===== src/b40lc_pkg.sv =====
// ----------------------------------------------------------------------------
// b40lc_pkg
// Shared types, constants and character mapping functions for the base-40
// label codec.
// ----------------------------------------------------------------------------
package b40lc_pkg;

    localparam int MAX_CHARS   = 6;
    localparam int WORD_W      = 32;
    localparam int CHAR_W      = 8;
    localparam int CODE_W      = 6;
    localparam int WEIGHT_W    = 27;
    localparam int COUNT_W     = 3;
    localparam int QUOT_W      = 27;
    localparam int QUEUE_DEPTH = 2;
    localparam int QPTR_W      = (QUEUE_DEPTH > 1) ? $clog2(QUEUE_DEPTH) : 1;
    localparam int QCNT_W      = $clog2(QUEUE_DEPTH + 1);

    // floor(x / 40) = floor((x >> 3) * DIV5_MAGIC >> DIV5_SHIFT) for 32-bit x
    localparam int              DIV5_SHIFT = 34;
    localparam int              PROD_W     = (WORD_W - 3) + WORD_W;
    localparam logic [WORD_W-1:0] DIV5_MAGIC = 32'hCCCC_CCCD;

    localparam logic [CODE_W-1:0] CODE_NONE         = 6'd0;
    localparam logic [CODE_W-1:0] CODE_LETTER_FIRST = 6'd1;
    localparam logic [CODE_W-1:0] CODE_LETTER_LAST  = 6'd26;
    localparam logic [CODE_W-1:0] CODE_DIGIT_LAST   = 6'd36;
    localparam logic [CODE_W-1:0] CODE_DASH         = 6'd37;
    localparam logic [CODE_W-1:0] CODE_DOT          = 6'd38;
    localparam logic [CODE_W-1:0] CODE_SLASH        = 6'd39;
    localparam logic [CODE_W-1:0] OTHER_CODE        = 6'd38;

    localparam logic [CHAR_W-1:0] CH_NUL    = 8'h00;
    localparam logic [CHAR_W-1:0] CH_LO_A   = 8'h61;
    localparam logic [CHAR_W-1:0] CH_LO_Z   = 8'h7A;
    localparam logic [CHAR_W-1:0] CH_UP_A   = 8'h41;
    localparam logic [CHAR_W-1:0] CH_UP_Z   = 8'h5A;
    localparam logic [CHAR_W-1:0] CH_ZERO   = 8'h30;
    localparam logic [CHAR_W-1:0] CH_NINE   = 8'h39;
    localparam logic [CHAR_W-1:0] CH_DASH   = 8'h2D;
    localparam logic [CHAR_W-1:0] CH_DOT    = 8'h2E;
    localparam logic [CHAR_W-1:0] CH_SLASH  = 8'h2F;
    localparam logic [CHAR_W-1:0] CASE_BIT  = 8'h20;
    // letter code = byte - LO_BIAS (or - UP_BIAS), digit code = byte - DIGIT_BIAS
    localparam logic [CHAR_W-1:0] LO_BIAS    = 8'h60;
    localparam logic [CHAR_W-1:0] UP_BIAS    = 8'h40;
    localparam logic [CHAR_W-1:0] DIGIT_BIAS = 8'd21;

    typedef struct packed {
        logic              dec;
        logic              zero;
        logic              last;
        logic [CODE_W-1:0] code;
        logic [WORD_W-1:0] word;
    } t_cmd;

    function automatic logic [CODE_W-1:0] to_code(input logic [CHAR_W-1:0] c);
        logic [CHAR_W-1:0] t;
        t = CH_NUL;
        priority if (c == CH_NUL) begin
            t = CH_NUL;
        end else if (c >= CH_LO_A && c <= CH_LO_Z) begin
            t = c - LO_BIAS;
        end else if (c >= CH_UP_A && c <= CH_UP_Z) begin
            t = c - UP_BIAS;
        end else if (c >= CH_ZERO && c <= CH_NINE) begin
            t = c - DIGIT_BIAS;
        end else if (c == CH_DASH) begin
            t = {2'b00, CODE_DASH};
        end else if (c == CH_DOT) begin
            t = {2'b00, CODE_DOT};
        end else if (c == CH_SLASH) begin
            t = {2'b00, CODE_SLASH};
        end else begin
            t = {2'b00, OTHER_CODE};
        end
        return t[CODE_W-1:0];
    endfunction

    function automatic logic [CHAR_W-1:0] from_code(input logic [CODE_W-1:0] d);
        logic [CHAR_W-1:0] c;
        c = CH_NUL;
        priority if (d == CODE_NONE) begin
            c = CH_NUL;
        end else if (d <= CODE_LETTER_LAST) begin
            c = LO_BIAS + {2'b00, d};
        end else if (d <= CODE_DIGIT_LAST) begin
            c = DIGIT_BIAS + {2'b00, d};
        end else if (d == CODE_DASH) begin
            c = CH_DASH;
        end else if (d == CODE_DOT) begin
            c = CH_DOT;
        end else begin
            c = CH_SLASH;
        end
        return c;
    endfunction

endpackage


===== src/b40lc_in_if.sv =====
// ----------------------------------------------------------------------------
// b40lc_in_if
// Input item channel: op, label byte, last flag and packed word.
// ----------------------------------------------------------------------------
interface b40lc_in_if;
    logic                           valid;
    logic                           ready;
    logic                           op;
    logic [b40lc_pkg::CHAR_W-1:0]   char_in;
    logic                           last_in;
    logic [b40lc_pkg::WORD_W-1:0]   word_in;

    modport source(output valid, output op, output char_in, output last_in,
                   output word_in, input ready);
    modport sink(input valid, input op, input char_in, input last_in,
                 input word_in, output ready);
endinterface


===== src/b40lc_front.sv =====
// ----------------------------------------------------------------------------
// b40lc_front
// Accepts input items, maps label bytes to base-40 codes and holds the
// classified commands in a short queue for the back end.
// ----------------------------------------------------------------------------
module b40lc_front (
    input  logic               i_clk,
    input  logic               i_rst_n,
    b40lc_in_if.sink           i_item,
    output logic               o_cmd_valid,
    output b40lc_pkg::t_cmd    o_cmd,
    input  logic               i_cmd_ready
);

    b40lc_pkg::t_cmd                    r_q [b40lc_pkg::QUEUE_DEPTH];
    logic [b40lc_pkg::QPTR_W-1:0]       r_wr_ptr;
    logic [b40lc_pkg::QPTR_W-1:0]       r_rd_ptr;
    logic [b40lc_pkg::QCNT_W-1:0]       r_count;

    b40lc_pkg::t_cmd                    w_cmd;
    logic                               w_push;
    logic                               w_pop;

    localparam logic [b40lc_pkg::QPTR_W-1:0] PTR_LAST =
        b40lc_pkg::QPTR_W'(b40lc_pkg::QUEUE_DEPTH - 1);
    localparam logic [b40lc_pkg::QCNT_W-1:0] CNT_FULL =
        b40lc_pkg::QCNT_W'(b40lc_pkg::QUEUE_DEPTH);

    always_comb begin
        w_cmd.dec  = i_item.op;
        w_cmd.zero = (i_item.char_in == b40lc_pkg::CH_NUL);
        w_cmd.last = i_item.last_in;
        w_cmd.code = b40lc_pkg::to_code(i_item.char_in);
        w_cmd.word = i_item.word_in;
    end

    assign i_item.ready = (r_count != CNT_FULL);
    assign w_push       = i_item.valid && i_item.ready;
    assign o_cmd_valid  = (r_count != '0);
    assign o_cmd        = r_q[r_rd_ptr];
    assign w_pop        = o_cmd_valid && i_cmd_ready;

    always_ff @(posedge i_clk) begin
        if (w_push) begin
            r_q[r_wr_ptr] <= w_cmd;
        end
    end

    always_ff @(posedge i_clk) begin
        if (!i_rst_n) begin
            r_wr_ptr <= '0;
            r_rd_ptr <= '0;
            r_count  <= '0;
        end else begin
            if (w_push) begin
                r_wr_ptr <= (r_wr_ptr == PTR_LAST) ? '0 : r_wr_ptr + 1'b1;
            end
            if (w_pop) begin
                r_rd_ptr <= (r_rd_ptr == PTR_LAST) ? '0 : r_rd_ptr + 1'b1;
            end
            unique case ({w_push, w_pop})
                2'b10:   r_count <= r_count + 1'b1;
                2'b01:   r_count <= r_count - 1'b1;
                default: r_count <= r_count;
            endcase
        end
    end

endmodule


===== src/flat_wrapper.sv =====
// flat-port wrapper written by rule: the top's interface ports become plain ports
module b40lc_front_flat 
  (i_clk, i_rst_n, o_cmd_valid, o_cmd, i_cmd_ready, i_item_valid, i_item_op, i_item_char_in, i_item_last_in, i_item_word_in, i_item_ready);
  b40lc_in_if i_item_i ();
  input  logic i_clk;
  input  logic i_rst_n;
  output logic o_cmd_valid;
  output b40lc_pkg::t_cmd o_cmd;
  input  logic i_cmd_ready;
  input wire logic [$bits(i_item_i.valid)-1:0] i_item_valid;
  input wire logic [$bits(i_item_i.op)-1:0] i_item_op;
  input wire logic [$bits(i_item_i.char_in)-1:0] i_item_char_in;
  input wire logic [$bits(i_item_i.last_in)-1:0] i_item_last_in;
  input wire logic [$bits(i_item_i.word_in)-1:0] i_item_word_in;
  output wire logic [$bits(i_item_i.ready)-1:0] i_item_ready;
  assign i_item_i.valid = i_item_valid;
  assign i_item_i.op = i_item_op;
  assign i_item_i.char_in = i_item_char_in;
  assign i_item_i.last_in = i_item_last_in;
  assign i_item_i.word_in = i_item_word_in;
  assign i_item_ready = i_item_i.ready;
  b40lc_front u_core (.i_clk(i_clk), .i_rst_n(i_rst_n), .i_item(i_item_i), .o_cmd_valid(o_cmd_valid), .o_cmd(o_cmd), .i_cmd_ready(i_cmd_ready));
endmodule

===== config.mk =====
export PLATFORM = sky130hd
export DESIGN_NAME = b40lc_front_flat
export DESIGN_NICKNAME = d
export VERILOG_FILES = /design/src/b40lc_pkg.sv /design/src/b40lc_in_if.sv /design/src/b40lc_front.sv /design/src/flat_wrapper.sv
export SDC_FILE = /design/constraint.sdc
export NUM_CORES = 1
export LEC_CHECK = 0
export ABC_AREA = 1
export CORE_ASPECT_RATIO = 0.5
export CORE_UTILIZATION = 60
export DETAILED_ROUTE_END_ITERATION = 6
export DONT_BUFFER_PORTS = 1
export PLACE_DENSITY = 0.87
export SYNTH_ARGS = -nofsm -noshare
export SYNTH_HDL_FRONTEND = slang
export SYNTH_SLANG_ARGS = --single-unit
export TNS_END_PERCENT = 5

===== constraint.sdc =====
create_clock -name i_clk -period 4.35 [get_ports i_clk]
set_input_delay 0.2175 -clock i_clk [delete_from_list [all_inputs] [get_ports i_clk]]
set_output_delay 0.2175 -clock i_clk [all_outputs]
set_load 0.01 [all_outputs]

## Yosys cells after proc, flatten, opt, wreduce, memory -nomap -nowiden

Memory sizes are Yosys's and may differ from the RTL's. A register that Yosys moved wholly into a read port is not among the register bits.
Index checks and enable logic that the tools add are counted.

| word-level totals | value |
|---|---|
| register bits after elaboration | 4 |
| bits in writable memories | 82 |
| input port bits | 46 |
| output and inout bits | 43 |
| word-level logic and storage cells | 45 |
| memories kept | 1 |

| cells by class | value |
|---|---|
| $add $sub $neg | 7 |
| order comparisons | 6 |
| eq/ne operators | 6 |
| muxes and demuxes | 14 |
| reductions and logical operators | 8 |

Memory list:

| memory | depth | bits a word | read ports | clocked after Yosys merged registers in | wr ports | line | RTL |
|---|---|---|---|---|---|---|---|
| u_core.r_q | 2 | 41 | 1 | 1 | 1 | b40lc_front.sv:15 | `b40lc_pkg::t_cmd r_q [b40lc_pkg::QUEUE_DEPTH];` |

Operator list:

| kind | number |
|---|---|
| two-way mux 6 bit | 5 |
| equality test 8 x 6 -> 1 bit, second input constant | 3 |
| greater-or-equal comparator 8 x 7 -> 1 bit, second input constant | 2 |
| <= comparator 8 x 7 -> 1 bit, second input constant | 2 |
| greater-or-equal comparator 8 x 6 -> 1 bit, second input constant | 1 |
| <= comparator 8 x 6 -> 1 bit, second input constant | 1 |
| logical NOT 8 bit | 1 |
| two-way mux 1 bit | 8 |
| subtractor 6 x 1 -> 6 bit, second input constant | 1 |
| subtractor 6 x 5 -> 6 bit, second input constant | 1 |
| subtractor 6 bit, second input constant | 1 |
| logical AND 1 bit | 5 |
| one-hot mux 2 bit (2 select lines) | 1 |
| nonzero test 2 bit | 2 |
| adder 1 bit, second input constant | 2 |
| adder 2 x 1 -> 2 bit, second input constant | 1 |
| equality test 2 x 1 -> 1 bit, second input constant | 1 |
| equality test 2 bit, second input constant | 1 |
| != test 2 bit, second input constant | 1 |
| subtractor 2 x 1 -> 2 bit, second input constant | 1 |

## Logic depth before layout (Yosys ltp)

Gate-level depths: netlist of the first run.

| depth | value |
|---|---|
| depth in word-level cells | 8 |
| gate-level depth with buffers | 12 |
| depth with buffers taken out | 12 |

## Worst setup path after synthesis of the first run

No wires, ideal clock.

| timing path | value |
|---|---|
| path kind | reg-to-reg |
| start point | register u_core.r_count[0] (netlist name) |
| end point | memory u_core.r_q[0][0] (netlist name) (enable) |
| library setup time | 0.439 ns |
| arrival | 2.366 ns |
| required time | 3.911 ns |
| slack | 1.545 ns |
| stages on the path, launching flop included | 5 |
| path buffers | 0 |
| period minus slack after synthesis | 2.805 ns |
| cells stage by stage | dfxtp_1 -> inv_1 -> nand2_1 -> nand2_1 -> nor2_1 |

| between the ends | value |
|---|---|
| cells in the longest elaborated chain, start to end | 4 |

Ends and longest elaborated chain:

| what | line | RTL |
|---|---|---|
| start: declaration | b40lc_front.sv:18 | `logic [b40lc_pkg::QCNT_W-1:0] r_count;` |
| start signal: assignment | b40lc_front.sv:62 | `2'b10: r_count <= r_count + 1'b1;` |
| start signal: assignment | b40lc_front.sv:63 | `2'b01: r_count <= r_count - 1'b1;` |
| start signal: assignment | b40lc_front.sv:64 | `default: r_count <= r_count;` |
| != test 2 bit | b40lc_front.sv:37 | `assign i_item.ready = (r_count != CNT_FULL);` |
| via i_item_ready | flat_wrapper.sv:15 | `output wire logic [$bits(i_item_i.ready)-1:0] i_item_ready;` |
| logical AND 1 bit | b40lc_front.sv:38 | `assign w_push = i_item.valid && i_item.ready;` |
| two-way mux 1 bit | b40lc_front.sv:44 | `if (w_push) begin` |
| two-way mux 1 bit (implied by the code) | b40lc_front.sv:45 | `r_q[r_wr_ptr] <= w_cmd;` |
| end: declaration | b40lc_front.sv:15 |  |

The timed path passes the listed nets, and every way through them passes these cells.

## Worst setup path in the final report of the first run

| timing path | value |
|---|---|
| start point | register u_core.r_count[0] (netlist name) |
| end point | memory u_core.r_q[0][15] (netlist name) (enable) |

The elaborated chain is that of the path after synthesis.

==> out/qor.log, run 1 <==
INFO  run            max-cap-violations=0
INFO  outcome        run_status=complete, but fails checks
INFO  clock_tree     clock_sinks=87
INFO  detailed_routing vias=2052
INFO  detailed_routing firstDrtPassIters=6
INFO  power          cellPowerDensity=500mW/mm^2
INFO  sta            slew_headroom=22.2%
INFO  clock_tree     cts.root.buffer_cell=sky130_fd_sc_hd__clkbuf_16
INFO  global_route   pin_count_of_the_biggest_net_entering_global_routing=42
INFO  floorplanning  starting_density=64.0%
INFO  clock_tree     max_h_tree_level=3
INFO  global_route   grt_remaining_overflow=0
INFO  min_path       worstHoldStart=i_rst_n
INFO  outcome        failing_checks=design-rule violations
INFO  final_layout   fill_cells=338
INFO  sta            clock-skew-final=5.12ps
INFO  min_path       worstHoldEndpoint=u_core.r_wr_ptr$_SDFFE_PN0P_
INFO  detailed_routing drt-wirelength-per-cell=17.6um
INFO  setup_path     crit-reg2reg-launch=u_core.r_count[0]$_SDFFE_PN0P_
INFO  clock_tree     post_cts_resized=0
INFO  floorplanning  ios=89
INFO  synth          synth-edff-count=82
INFO  placed_design  weighted_congestion_reported_at_the_end_of_routability_driven_placement=0.844
INFO  global_route   grt_pass1_wl=10100um
INFO  setup_path     crit_path_frequent_cell=sky130_fd_sc_hd__nand2_1
INFO  sta            final_hold_viol_count=0
INFO  detailed_routing vias_per_cell=5.65
INFO  setup_path     class_of_the_most_critical_setup_path=reg -> reg
INFO  detailed_routing totalWireLength=6400um
INFO  synth          postSynth.topFlopCell=sky130_fd_sc_hd__edfxtp_1
INFO  placed_design  place_hpwl=3810um
INFO  sta            post-route-period-util=48.1%
INFO  final_layout   core_occupancy_in_the_finished_layout=76.9%
INFO  sta            finalSetupViolations=0
INFO  sta            tightestPinTransition=1160ps
INFO  global_route   grt_antenna_before_repair=0
INFO  clock_tree     ctsLongestPathBuffers=2
INFO  final_layout   post_route_cells_drive_above_1_share=24.8%
INFO  synth          syn-num-nets=297
INFO  sta            setup_repair_after_global_routing_missed_its_margin=no
INFO  min_path       hp-class=in -> reg
INFO  final_layout   final_common_cell=sky130_fd_sc_hd__edfxtp_1
INFO  synth          synth.distinct_cells=24
INFO  global_route   global_route.usage.total=21.9%
INFO  setup_path     worstPathArrival=2040ps
INFO  setup_path     worstReg2RegEnd=u_core.r_q[0][15]$_DFFE_PP_
INFO  setup_path     reg2regPathDepth=4
INFO  synth          synth-seq-cells=87
INFO  sta            final_max_slew_viol_count=0
INFO  sta            setup_total_negative_slack=0ps
INFO  synth          synth_seq_area_share=71.0%
INFO  detailed_routing drc_errors=3
INFO  final_layout   area.sequential=0.00256mm^2
INFO  setup_path     critical_path_start_type=register
INFO  final_layout   area.growth.synth_to_final=20.1%
INFO  synth          asr_flop_ratio_synth=0%
INFO  sta            fin_hold_ws=26.6ps
INFO  sta            clock.fmax=0.478GHz
INFO  floorplanning  die_height=56.8um
INFO  setup_path     sort_of_element_at_the_end_of_the_critical_path=register
INFO  min_path       hold_path_depth=2
INFO  floorplanning  floorplan.die_area=0.00634mm^2
INFO  floorplanning  fp.coreArea=0.00563mm^2
INFO  clock_tree     worst_skew_pair.late_latency=330ps
INFO  setup_path     timing.critical_path.slowest_stage_cell=sky130_fd_sc_hd__nor2_4
INFO  floorplanning  die_width=112um
INFO  power          total_power=2170uW
INFO  synth          post_synth.cell_area_avg=14.7um^2
INFO  synth          synthesis.area=0.00361mm^2
INFO  setup_path     cpLargestDelayFamily=simple AND/OR/NAND/NOR gates
INFO  setup_path     critPathMaxFanout=41
INFO  clock_tree     cts-buffers-inserted=9
INFO  clock_tree     cts.reportedPaths.clkPinSlew=60ps
INFO  synth          synthesis.instances=246
INFO  clock_tree     cts_setup_buffers=0
INFO  final_layout   layout_common_cells=82 x sky130_fd_sc_hd__edfxtp_1, 41 x sky130_fd_sc_hd__mux2_2, 34 x sky130_fd_sc_hd__dlygate4sd3_1, 32 x sky130_fd_sc_hd__nand2_1, 14 x sky130_fd_sc_hd__a21oi_1
INFO  detailed_routing drt-initial-drc-count=180
INFO  final_layout   multi_input_comb_area=960um^2
INFO  setup_path     timing.reg2reg.setup_slack=2260ps
INFO  setup_path     cell_by_cell_trace_of_the_critical_path=inv_1 > nand2_1 > nand2_1 > nor2_4
INFO  final_layout   antenna-diode-count=0
INFO  setup_path     worst-endpoint-required=4290ps
INFO  global_route   first_global_vias=2075
INFO  placed_design  port_buf_inserts=0
INFO  detailed_routing postRouteAntennaNets=0
INFO  setup_path     largest_incremental_delay_on_the_critical_path=930ps
INFO  sta            finalWorstPathRequiredPeriod=2090ps
INFO  setup_path     critical_path.n_buffers_inverters=1
INFO  power          peak_supply_drop=301uV
INFO  floorplanning  fp-row-count=19
INFO  power          static-leakage-power=0.00155uW
INFO  clock_tree     cts_tree=done
INFO  final_layout   final_nets=336
INFO  synth          synthesis.yosys.warnings=0
[through the flow]
step                cells  instance area [um^2]  worst slack [ps]
finish                363                  4330              2260
global route          363                  4330              2090
floorplan             246                  3610              1540
CTS                   363                  4330              2200
detailed placement    313                  3690              2220
global placement      313                  3690              2330
[flip-flops by register name (all words and copies together), names as in the netlist, named ones only]
register / flops
u_core.r_q: 82
u_core.r_count: 2
u_core.r_rd_ptr: 1
u_core.r_wr_ptr: 1
[repair_timing]
| action | in CTS | in global routing |
|---|---|---|
| hold endpoints to repair | 68 | 0 |
| setup endpoints to repair | 0 | 0 |
| hold buffers | 34 | 0 |
[logic make-up after synthesis]
logic type,share of synthesized area [%]
XOR/XNOR,0.243
AO/OA/AOI/OAI,3.40
adder cells (fa/ha/maj),1.73
flip-flops,71.0
multiplexers,12.8
AND/OR/NAND/NOR,8.01
buffers and inverters,2.77
[cells in the mapped netlist, types with 3 or more instances]
library cell	count	area (um^2)
sky130_fd_sc_hd__mux2_2	41	462
sky130_fd_sc_hd__nand3_1	8	40.0
sky130_fd_sc_hd__ha_1	5	62.6
sky130_fd_sc_hd__inv_1	13	48.8
sky130_fd_sc_hd__a21oi_1	14	70.1
sky130_fd_sc_hd__buf_2	5	25.0
sky130_fd_sc_hd__o21ai_0	7	35.0
sky130_fd_sc_hd__nand2_1	32	120
sky130_fd_sc_hd__inv_2	6	22.5
sky130_fd_sc_hd__nor2_1	10	37.5
sky130_fd_sc_hd__edfxtp_1	82	2460
sky130_fd_sc_hd__dfxtp_1	5	100
sky130_fd_sc_hd__nor3_1	3	15.0
[layout make-up]
class / instances / share of cell area, %
Sequential cell: 87 / 59.2
Multi-Input combinational cell: 134 / 22.1
Timing Repair Buffer: 34 / 7.85
Clock buffer: 13 / 6.53
Tap cell: 73 / 2.11
Inverter: 19 / 1.65
Clock inverter: 3 / 0.549
[routing by layer]
metal,up-vias,track usage (%),routed length (um),share of wire (%)
met1,992,23.9,2510,39
met4,0,11.2,154,2.4
met2,73,38.2,3320,52
met5,-,0,0,0
met3,14,7.88,415,6.5
li1,973,-,-,-
[worst max-delay path by stage]
stage	end	startpoint	cells past startpoint	slack, ps
after CTS	u_core.r_q[0][35]$_DFFE_PP_	u_core.r_count[0]$_SDFFE_PN0P_	4	2200
after global placement	u_core.r_q[1][14]$_DFFE_PP_	u_core.r_count[0]$_SDFFE_PN0P_	4	2330
after detailed placement	u_core.r_q[0][14]$_DFFE_PP_	u_core.r_count[0]$_SDFFE_PN0P_	4	2220
after global routing	u_core.r_q[0][30]$_DFFE_PP_	u_core.r_count[0]$_SDFFE_PN0P_	4	2090
final	u_core.r_q[0][15]$_DFFE_PP_	u_core.r_count[0]$_SDFFE_PN0P_	4	2260
after floorplan	u_core.r_q[0][0]$_DFFE_PP_	u_core.r_count[0]$_SDFFE_PN0P_	4	1540
[power breakdown]
group | total, uW | leakage [uW] | internal (uW) | switching, uW
combinational | 328 | 0.000599 | 138 | 189
sequential | 1090 | 0.000809 | 1030 | 57.4
clock | 752 | 0.000142 | 458 | 294
total | 2170 | 0.00155 | 1630 | 541
Power figures use the tool's default switching activity.
==> inputs of run 2 (changes only) <==
Settings changed: ABC_AREA 1 to 0.
Clock period 4.35 ns to 2.2 ns, I/O delays scaled along.
==> run 2 against run 1 <==
Against the previous run: the flow now finishes without violations; combinational power grew to 3.2 times the previous value; die area is 3.9% lower; via count is 14% lower; sequential power is 110% higher; clock power is 85% higher; non-clock buffer count is 6 higher; critical endpoint is now u_core.r_count[1]$_SDFFE_PN0P_; global-route usage is 1.6 points lower; clock skew is 0.60 ps lower.
==> out/qor.log, run 2 <==
INFO  outcome        run_status=complete, no violations
INFO  floorplanning  ios=89
INFO  power          clock_power_share=29.4%
INFO  synth          synthesis.yosys.warnings=0
INFO  detailed_routing postRouteAntennaNets=0
INFO  setup_path     timing.reg2reg.setup_slack=340ps
INFO  final_layout   largest_register_ff_count=82
INFO  setup_path     worstPathArrival=2090ps
INFO  power          p_seq_share=48.1%
INFO  final_layout   area.growth.synth_to_final=21.9%
INFO  synth          synthTopCellsByCount=82 x sky130_fd_sc_hd__edfxtp_1, 41 x sky130_fd_sc_hd__mux2_2, 5 x sky130_fd_sc_hd__dfxtp_1, 5 x sky130_fd_sc_hd__ha_1, 5 x sky130_fd_sc_hd__inv_1
INFO  setup_path     sort_of_element_at_the_end_of_the_critical_path=register
INFO  final_layout   area.sequential=0.00256mm^2
INFO  detailed_routing vias=1762
INFO  detailed_routing firstDrtPassIters=4
INFO  final_layout   antenna-diode-count=0
INFO  floorplanning  die_width=109um
INFO  clock_tree     cts.root.buffer_cell=sky130_fd_sc_hd__clkbuf_16
INFO  min_path       hold_path_depth=1
INFO  sta            slew_headroom=66.5%
INFO  global_route   global_route.usage.total=20.2%
INFO  synth          asr_flop_ratio_synth=0%
INFO  sta            post-route-period-util=84.4%
INFO  global_route   first_global_vias=1926
INFO  sta            tightestPinTransition=503ps
INFO  power          cellPowerDensity=1120mW/mm^2
INFO  clock_tree     cts.reportedPaths.clkPinSlew=60ps
INFO  synth          postSynth.topFlopCell=sky130_fd_sc_hd__edfxtp_1
INFO  placed_design  weighted_congestion_reported_at_the_end_of_routability_driven_placement=0.751
INFO  synth          area_share_of_the_largest_cell_type_after_synthesis=71.1%
INFO  global_route   pin_count_of_the_biggest_net_entering_global_routing=42
INFO  global_route   grt_antenna_before_repair=0
INFO  power          power_switching_share=26.2%
INFO  detailed_routing drt-wirelength-per-cell=18.4um
INFO  sta            setup_total_negative_slack=0ps
INFO  min_path       hp-class=in -> reg
INFO  detailed_routing totalWireLength=5760um
INFO  setup_path     worstReg2RegEnd=u_core.r_count[1]$_SDFFE_PN0P_
INFO  floorplanning  fp-row-count=19
INFO  clock_tree     max_h_tree_level=3
INFO  power          static-leakage-power=0.00145uW
INFO  setup_path     critPathMaxFanout=4
INFO  sta            clock.fmax=0.539GHz
INFO  setup_path     setup.worst_path.start=u_core.r_count[0]$_SDFFE_PN0P_
INFO  global_route   grt_remaining_overflow=0
INFO  synth          synth-edff-count=82
INFO  final_layout   post_route_cells_drive_above_1_share=27.9%
INFO  detailed_routing vias_per_cell=5.63
INFO  power          p_int=3490uW
INFO  sta            setup_repair_after_global_routing_missed_its_margin=no
INFO  setup_path     worst-endpoint-required=2430ps
INFO  final_layout   final_nets=287
INFO  setup_path     crit-reg2reg-launch=u_core.r_count[0]$_SDFFE_PN0P_
INFO  synth          yosys.cell_count.top_type=sky130_fd_sc_hd__edfxtp_1
INFO  power          comb_power_share=22.5%
INFO  clock_tree     clock_sinks=87
INFO  synth          synthesis.instances=191
INFO  synth          synth_seq_area_share=74.0%
INFO  global_route   grt_pass1_wl=8910um
INFO  placed_design  port_buf_inserts=0
INFO  floorplanning  floorplan.die_area=0.00609mm^2
INFO  final_layout   layout_common_cells=82 x sky130_fd_sc_hd__edfxtp_1, 41 x sky130_fd_sc_hd__mux2_2, 36 x sky130_fd_sc_hd__dlygate4sd3_1, 9 x sky130_fd_sc_hd__clkbuf_16
INFO  final_layout   final_common_cell=sky130_fd_sc_hd__edfxtp_1
INFO  final_layout   core_occupancy_in_the_finished_layout=76.5%
INFO  setup_path     reg2regPathDepth=5
INFO  synth          synth.distinct_cells=35
INFO  sta            clock-skew-final=4.52ps
INFO  detailed_routing drc_errors=0
INFO  power          total_power=4730uW
INFO  final_layout   regMostFlops=u_core.r_q
INFO  floorplanning  die_height=55.7um
INFO  floorplanning  starting_density=62.7%
INFO  final_layout   largest_registers_ranked_by_flip_flop_count=u_core.r_q x82, u_core.r_count x2
INFO  clock_tree     cts_setup_buffers=0
INFO  sta            final_hold_viol_count=0
INFO  synth          netlist_top_cells_area=sky130_fd_sc_hd__edfxtp_1 71%, sky130_fd_sc_hd__mux2_2 13%, sky130_fd_sc_hd__dfxtp_1 2.9%
INFO  synth          synth-seq-cells=87
INFO  clock_tree     cts-buffers-inserted=9
INFO  final_layout   fill_cells=343
INFO  synth          syn-num-nets=242
INFO  floorplanning  fp.coreArea=0.00552mm^2
INFO  clock_tree     cts_hold_repair.buffers=36
INFO  sta            final_max_slew_viol_count=0
INFO  clock_tree     worst_skew_pair.late_latency=320ps
INFO  final_layout   multi_input_comb_area=853um^2
INFO  clock_tree     post_cts_resized=0
INFO  detailed_routing drt-initial-drc-count=68
INFO  setup_path     class_of_the_most_critical_setup_path=reg -> reg
INFO  setup_path     cp-endpoint=u_core.r_count[1]$_SDFFE_PN0P_
INFO  synth          post_synth.cell_area_avg=18.1um^2
INFO  power          peak_supply_drop=876uV
INFO  synth          synthesis.area=0.00346mm^2
INFO  synth          synth_area_leader_cell=sky130_fd_sc_hd__edfxtp_1
INFO  setup_path     critical_path_start_type=register
INFO  clock_tree     cts_tree=done
INFO  sta            finalSetupViolations=0
INFO  sta            finalWorstPathRequiredPeriod=1860ps
INFO  power          net-switching-power=1240uW
INFO  run            max-cap-violations=0
INFO  clock_tree     ctsLongestPathBuffers=2
## run 2: changes by cell type after synthesis, sizes merged, moves of 2 or more
cell | before | now
nor2 | 12 | 4
and3 | 0 | 2
xnor2 | 0 | 4
inv | 19 | 5
nand3 | 9 | 1
nand2 | 33 | 3
o21ai | 9 | 3
a21oi | 14 | 3
and2 | 0 | 3
a21o | 0 | 2
a211oi | 0 | 2
nor2b | 0 | 3
nand4 | 2 | 0
## run 2: worst min-delay path by stage
| stage | from | to | slack [ps] |
|---|---|---|---|
| after floorplan | i_item_word_in[0] | u_core.r_q[0][0]$_DFFE_PP_ | 210 |
| after global placement | i_item_last_in | u_core.r_q[0][38]$_DFFE_PP_ | 210 |
| after detailed placement | i_item_word_in[27] | u_core.r_q[0][27]$_DFFE_PP_ | 210 |
| after CTS | i_item_char_in[4] | u_core.r_q[0][36]$_DFFE_PP_ | 9 |
| after global routing | i_item_char_in[4] | u_core.r_q[0][36]$_DFFE_PP_ | 20 |
| final | i_item_char_in[4] | u_core.r_q[0][36]$_DFFE_PP_ | 20 |
## run 2: layer usage
metal,part of all wire [%],track usage (%),up-vias
li1,-,-,824
met3,5.7,6.44,6
met4,1.2,8.38,0
met1,37,20.8,883
met5,0,0,-
met2,56,37.8,49
## run 2: power groups by stage
stage          combinational [uW]  clock (uW)  sequential [uW]
2_1_floorplan                 864           0             2230
3_3_place_gp                  984           0             2290
3_5_place_dp                 1010           0             2320
4_1_cts                      1070        1420             2280
5_1_grt                      1140        1470             2310
6_report                     1060        1390             2280
## run 2: cell families after synthesis
logic type	Yosys count	share of synthesized area, %
DFF	87	74.0
and+or+nand+nor	26	4.59
AOI/OAI and AO/OA	17	3.65
muxes	41	13.3
adders and majority gates	5	1.81
buffers and inverters	11	1.55
xor gates and xnor gates	4	1.01
## run 2: critical path: stages (launching register included)
cell                       delay, ps
sky130_fd_sc_hd__dfxtp_1         340
sky130_fd_sc_hd__or2_2           330
sky130_fd_sc_hd__and2_1          200
sky130_fd_sc_hd__ha_1            330
sky130_fd_sc_hd__or3_1           360
sky130_fd_sc_hd__a21boi_0        210
## run 2: final cells by class
cell class	count	area share, %
Sequential cell	87	60.7
Tap cell	73	2.16
Clock inverter	6	1.25
Clock buffer	9	5.34
Inverter	5	0.445
Multi-Input combinational cell	93	20.2
Timing Repair Buffer	40	9.84
## run 2: stage by stage
step	worst slack, ps	cells	hold slack [ps]	instance area [um^2]
2_1_floorplan	22.1	191	209	3460
3_3_place_gp	477	262	209	3580
3_5_place_dp	336	262	209	3580
4_1_cts	325	313	8.81	4220
5_1_grt	299	313	24.1	4220
6_report	343	313	19.8	4220
